**src/cbet_pkg.sv**
```systemverilog
// Package for the cubic Bezier easing table block: types, constants and fixed-point helpers.
// Used by cbet_ctrl, cbet_dp and cubic_bezier_easing_table. No dependencies.
package cbet_pkg;

   localparam int TableSizeDefault = 64;
   localparam int MaxIterDefault   = 16;
   localparam int WideW   = 24;
   localparam int FracW   = 16;
   localparam int TolLsb  = 7;

   typedef logic signed [WideW-1:0] wide_type;

   // Datapath operations issued by the controller.
   typedef enum logic [3:0] {
      OP_NONE  = 4'd0,
      OP_LOAD  = 4'd1,
      OP_MUL   = 4'd2,
      OP_ADD   = 4'd3,
      OP_DIV   = 4'd4,
      OP_STEP  = 4'd5
   } op_type;

   // Multiplier/adder operand selects.
   typedef enum logic [2:0] {
      SEL_ACC = 3'd0,
      SEL_A   = 3'd1,
      SEL_B   = 3'd2,
      SEL_C   = 3'd3,
      SEL_S   = 3'd4,
      SEL_NT  = 3'd5
   } sel_type;

   typedef struct packed {
      op_type  op;
      sel_type sel_l;
      sel_type sel_r;
      logic    coef_y;
      logic    coef_d;
      logic    save_err;
   } cmd_type;

   typedef struct packed {
      logic err_ok;
      logic d_zero;
      logic div_busy;
   } sts_type;

   function automatic wide_type sat_wide(input logic signed [63:0] v);
      logic signed [63:0] hi;
      logic signed [63:0] lo;
      begin
         hi = 64'sd8388607;
         lo = -64'sd8388608;
         if (v > hi) begin
            sat_wide = wide_type'(hi);
         end else if (v < lo) begin
            sat_wide = wide_type'(lo);
         end else begin
            sat_wide = wide_type'(v);
         end
      end
   endfunction

   // Since 65536 = 516 * 127 + 4, the rounded quotient is 516v plus floor((4v + 63) / 127),
   // and that small remainder term is found by comparing against multiples of 127.
   function automatic wide_type ctrl_q16(input logic [6:0] v);
      logic [9:0] r;
      logic [2:0] f;
      begin
         r = {1'b0, v, 2'b00} + 10'd63;
         f = 3'(r >= 10'd127) + 3'(r >= 10'd254) + 3'(r >= 10'd381) + 3'(r >= 10'd508);
         ctrl_q16 = wide_type'({17'd0, v} * 24'd516 + {21'd0, f});
      end
   endfunction

endpackage

```
**src/cbet_ctrl.sv**
```systemverilog
// Controller state machine for the easing table block.
// Sequences Horner evaluations and Newton divides on cbet_dp; depends on cbet_pkg.
module cbet_ctrl #(
   parameter int MAX_ITERATIONS = cbet_pkg::MaxIterDefault
) (
   input  logic              clock,
   input  logic              reset,
   input  logic              start,
   input  logic              bypass,
   input  logic              out_free,
   input  cbet_pkg::sts_type sts,
   output cbet_pkg::cmd_type cmd,
   output logic              busy,
   output logic              done,
   output logic              limit
);

   typedef enum logic [8:0] {
      ST_IDLE = 9'b000000001,
      ST_LOAD = 9'b000000010,
      ST_EVX  = 9'b000000100,
      ST_CHK  = 9'b000001000,
      ST_EVD  = 9'b000010000,
      ST_DIV  = 9'b000100000,
      ST_STEP = 9'b001000000,
      ST_EVY  = 9'b010000000,
      ST_DONE = 9'b100000000
   } state_type;

   localparam int IterW = $clog2(MAX_ITERATIONS + 1);

   state_type        state_ff, state_in;
   logic [2:0]       ph_ff, ph_in;
   logic [IterW-1:0] iter_ff, iter_in;
   logic             limit_ff, limit_in;

   // Horner micro-steps: mul(a,s) add(b) mul(s) add(c) [mul(s)] [add(-t), saving the error].
   function automatic cbet_pkg::cmd_type horner(input logic [2:0] ph, input logic y,
                                                input logic d);
      cbet_pkg::cmd_type c;
      begin
         c = '0;
         c.coef_y = y;
         c.coef_d = d;
         case (ph)
            3'd0: begin
               c.op = cbet_pkg::OP_MUL; c.sel_l = cbet_pkg::SEL_A; c.sel_r = cbet_pkg::SEL_S;
            end
            3'd1: begin
               c.op = cbet_pkg::OP_ADD; c.sel_l = cbet_pkg::SEL_ACC; c.sel_r = cbet_pkg::SEL_B;
            end
            3'd2: begin
               c.op = cbet_pkg::OP_MUL; c.sel_l = cbet_pkg::SEL_ACC; c.sel_r = cbet_pkg::SEL_S;
            end
            3'd3: begin
               c.op = cbet_pkg::OP_ADD; c.sel_l = cbet_pkg::SEL_ACC; c.sel_r = cbet_pkg::SEL_C;
            end
            3'd4: begin
               c.op = cbet_pkg::OP_MUL; c.sel_l = cbet_pkg::SEL_ACC; c.sel_r = cbet_pkg::SEL_S;
            end
            3'd5: begin
               c.op = cbet_pkg::OP_ADD; c.sel_l = cbet_pkg::SEL_ACC; c.sel_r = cbet_pkg::SEL_NT;
               c.save_err = 1'b1;
            end
            default: c.op = cbet_pkg::OP_NONE;
         endcase
         horner = c;
      end
   endfunction

   always_comb begin
      state_in = state_ff;
      ph_in    = ph_ff;
      iter_in  = iter_ff;
      limit_in = limit_ff;
      cmd      = '0;
      case (state_ff)
         ST_IDLE: begin
            if (start) begin
               limit_in = 1'b0;
               state_in = bypass ? ST_DONE : ST_LOAD;
            end
         end
         ST_LOAD: begin
            cmd.op   = cbet_pkg::OP_LOAD;
            iter_in  = '0;
            ph_in    = '0;
            state_in = ST_EVX;
         end
         ST_EVX: begin
            cmd   = horner(ph_ff, 1'b0, 1'b0);
            ph_in = ph_ff + 3'd1;
            if (ph_ff == 3'd5) begin
               ph_in    = '0;
               state_in = ST_CHK;
            end
         end
         ST_CHK: begin
            if (sts.err_ok) begin
               state_in = ST_EVY;
            end else if (iter_ff == IterW'(MAX_ITERATIONS)) begin
               limit_in = 1'b1;
               state_in = ST_EVY;
            end else begin
               state_in = ST_EVD;
            end
         end
         ST_EVD: begin
            cmd   = horner(ph_ff, 1'b0, 1'b1);
            ph_in = ph_ff + 3'd1;
            if (ph_ff == 3'd3) begin
               ph_in    = '0;
               state_in = ST_DIV;
            end
         end
         ST_DIV: begin
            if (sts.d_zero) begin
               state_in = ST_EVY;
            end else begin
               cmd.op   = cbet_pkg::OP_DIV;
               state_in = ST_STEP;
            end
         end
         ST_STEP: begin
            if (!sts.div_busy) begin
               cmd.op   = cbet_pkg::OP_STEP;
               iter_in  = iter_ff + IterW'(1);
               state_in = ST_EVX;
            end
         end
         ST_EVY: begin
            cmd   = horner(ph_ff, 1'b1, 1'b0);
            ph_in = ph_ff + 3'd1;
            if (ph_ff == 3'd4) begin
               ph_in    = '0;
               state_in = ST_DONE;
            end
         end
         ST_DONE: begin
            // The entry waits here until the output register can take it.
            if (out_free) begin
               state_in = ST_IDLE;
            end
         end
         default: state_in = ST_IDLE;
      endcase
   end

   always_ff @(posedge clock) begin
      if (reset) begin
         state_ff <= ST_IDLE;
         ph_ff    <= '0;
         iter_ff  <= '0;
         limit_ff <= 1'b0;
      end else begin
         state_ff <= state_in;
         ph_ff    <= ph_in;
         iter_ff  <= iter_in;
         limit_ff <= limit_in;
      end
   end

   assign busy  = (state_ff != ST_IDLE);
   assign done  = (state_ff == ST_DONE) && out_free;
   assign limit = limit_ff;

`ifndef SYNTHESIS
   a_iter_bound: assert property (@(posedge clock) disable iff (reset)
      iter_ff <= IterW'(MAX_ITERATIONS)) else $error("iteration count overran");
   a_done_once: assert property (@(posedge clock) disable iff (reset)
      done |=> !done) else $error("done held two cycles");
   a_step_after_div: assert property (@(posedge clock) disable iff (reset)
      (cmd.op == cbet_pkg::OP_STEP) |-> !sts.div_busy) else $error("step while dividing");
`endif

endmodule

```
**config.mk**
```make
export PLATFORM = sky130hd
export DESIGN_NAME = cbet_ctrl
export DESIGN_NICKNAME = d
export VERILOG_FILES = /design/src/cbet_pkg.sv /design/src/cbet_ctrl.sv
export SDC_FILE = /design/constraint.sdc
export NUM_CORES = 1
export LEC_CHECK = 0
export ABC_AREA = 1
export BUFFER_PORTS_ARGS = -buffer_cell sky130_fd_sc_hd__buf_2
export CAP_MARGIN = 20
export CORE_MARGIN = 8
export CORE_UTILIZATION = 54
export CTS_CLUSTER_SIZE = 28
export DETAILED_ROUTE_END_ITERATION = 6
export PLACE_DENSITY = 0.77
export SLEW_MARGIN = 20
export SYNTH_ARGS = -nofsm -noshare
export SYNTH_HDL_FRONTEND = slang
export SYNTH_SLANG_ARGS = --single-unit
```
**constraint.sdc**
```tcl
create_clock -name clock -period 1.8 [get_ports clock]
set_input_delay 0.36 -clock clock [delete_from_list [all_inputs] [get_ports clock]]
set_output_delay 0.36 -clock clock [all_outputs]
set_load 0.01 [all_outputs]
```
==> impl_metrics.csv <==
group,metric,value,unit
grt,grt.total_usage,0.189,
clocking,clock-sinks,18,
drt,vias,1605,
drt,drc_errors,0,
placement,gp_congestion,0.944,
power,power_density,891,nW/um^2
critical_path,crit_top_cell,"buf_4",
layout,nFillCells,247,
yosys,yosysUniqueCellTypes,29,
yosys,synth_most_common_cell,"nand2_1",
timing,min_period,2.03,ns
yosys,synth_edf_count,0,
critical_path,cp.arrival,1.67,ns
grt,grt_max_degree,11,
die,io_pins,24,
timing,setup_viol,13,
outcome,status,"finished, violations left",
die,dieArea,4650,sq um
grt,antenna_found_initial,0,
power,peakVddDrop,0.789,mV
critical_path,end_kind,"primary output",
yosys,synthTopCellsByArea,"dfxtp_1, nand2_1, inv_1",
timing,finalMaxSlewViolations,0,
yosys,ys_seq_elements,18,
yosys,synth_top_area_frac,0.245,
layout,syn_to_final_growth,28.4,%
clocking,clockRootBuffer,"clkbuf_4",
drt,routed_via_density,5.37,
worst_hold_path,hold_depth,4,
timing,finalSetupTns,-1.84,ns
timing,final_hold_viol_count,0,
layout,diodes,0,
grt,grt_pass1_vias,1488,
clocking,clk_pin_slew,0.12,ns
die,core,2660,sq um
drt,drt_iter0_drc,103,
drt,route.met2.wl,2120,um
yosys,ys_dominant_reg_cell,"dfxtp_1",
timing,fin_skew,0.0130,ns
drt,antenna_left,0,
timing,fin_hold_ws,0.308,ns
yosys,netlist_instances,222,
timing,fin_ws,-0.233,ns
flow_run,cap_violations,0,
yosys,async_flop_share,0,
yosys,ys_warn_count,0,
critical_path,crit_type,"reg -> out",
yosys,synthTopCellsByCount,"nand2_1, inv_1, nor2_1",
clocking,cts_max_level,1,
layout,drive_gt1_frac,0.369,
grt,grt_overflow,0,
clocking,clk_path_buf_depth,2,
placement,portBuffers,20,
critical_path,rr_worst_depth,13,
clocking,hold_buffers,0,
timing,grt_setup_unrepaired,"yes",
critical_path,crit_fanout,3,
drt,m1WireLength,1730,um
outcome,violations,"negative setup slack",
drt,dr.pass1.iters,4,
yosys,syn_area_per_cell,6.63,sq um
die,die_h,68.2,um
clocking,cts_made_buffers,3,
drt,routed.top_layer,"met4",
critical_path,path_cells,"nor2_4 -> buf_4 -> buf_4 -> buf_4 -> nand2_1 -> inv_2 -> nand3_1 -> nor2_1 -> buf_2",
power,p_leak,0.000951,uW
critical_path,cp.required,1.44,ns
critical_path,slowest_delay,0.36,ns
placement,place_hpwl,3130,um
die,rows,19,
die,die_w,68.2,um
yosys,syn-cell-area,1470,sq um
die,start_util,0.553,
critical_path,slowest_stage,"dfxtp_2",
worst_hold_path,worstHoldPathType,"in -> reg",
grt,grt_pass1_wl,6790,um
timing,period_share,1.13,
layout,final_nets,285,
drt,wl_met3,270,um
critical_path,start_kind,"flop",
timing,max_freq,492,MHz
drt,wl,4230,um
yosys,synth-seq-area-share,0.245,
drt,wl_per_cell,14.1,um
yosys,synth_top_area_cell,"dfxtp_1",
clocking,cts_tree,"yes",
clocking,clk_latency,0.31,ns
[sequential cells by signal, summed over array words and instances, names as in the netlist]
register,count
ph_ff,3
state_ff,9
limit,1
iter_ff,5
[placed cells by master, fill, tap and decap left out, types with 4 or more instances in the layout]
master	n
a21oi_1	15
buf_6	4
nand4_1	6
inv_1	29
ha_1	8
nor3_1	8
nand3_2	4
nand2_1	37
nand3_1	15
nor2_4	12
inv_2	6
dfxtp_2	5
nand2_2	14
buf_2	17
nor2_1	24
dfxtp_1	10
buf_4	24
[critical path, delay by kind of cell (launching register included)]
| kind | cells | cell delay (ns) |
|---|---|---|
| buffers and inverters | 5 | 0.57 |
| and+or+nand+nor | 4 | 0.45 |
| DFF | 1 | 0.36 |
[worst paths after layout]
path | start | endpoint | slack, ns
hold reg to reg | ph_ff[1] | ph_ff[1] | 0.49
hold / removal | bypass | state_ff[1] | 0.31
setup reg to reg | state_ff[0] | state_ff[2] | -0.11
setup / recovery | state_ff[0] | done | -0.23
[cells by family after synthesis]
kind of cell	after synthesis	synth area share
compound gates	24	0.0901
flops	18	0.245
simple gates	129	0.468
buf+inv	40	0.115
other cells	1	0.00255
fa+ha+maj	8	0.0680
xor+xnor	2	0.0119
[area by class of cell]
cell class,instances,area (sq um),share of cell area
sequential,18,378,0.200
inverter,35,131,0.0695
clock buffer,4,36.3,0.0192
timing repair buffer,45,310,0.164
tap,31,38.8,0.0205
multi-input combinational,166,996,0.527
[metal layers]
| metal | vias to the layer above | track usage |
|---|---|---|
| li1 | 796 | - |
| met2 | 52 | 0.322 |
| met4 | 0 | 0.0639 |
| met3 | 12 | 0.0426 |
| met1 | 745 | 0.227 |
| met5 | - | 0 |
[stage by stage]
step | cell area (sq um) | std cells | setup WS, ns | power [uW] | utilization
CTS | 1780 | 289 | -0.224 | 1610 | 0.669
global route | 1890 | 299 | -0.340 | 1780 | 0.710
global placement | 1620 | 275 | 0.0929 | 1160 | 0.608
finish | 1890 | 299 | -0.233 | 1690 | 0.710
floorplan | 1480 | 224 | 0.158 | 1010 | -
detailed placement | 1620 | 275 | 0.0278 | 1160 | 0.608
[where the power goes]
part | total, uW | internal (uW) | switching [uW]
sequential | 473 | 435 | 38.0
combinational | 944 | 390 | 554
clock | 268 | 124 | 145
[what timing repair did]
action                     in CTS  in global routing
pin swaps                       9                 14
setup endpoints to repair      10                 13
buffers inserted               10                 10
resized for setup              18                 14
(Power assumes the default switching activity.)
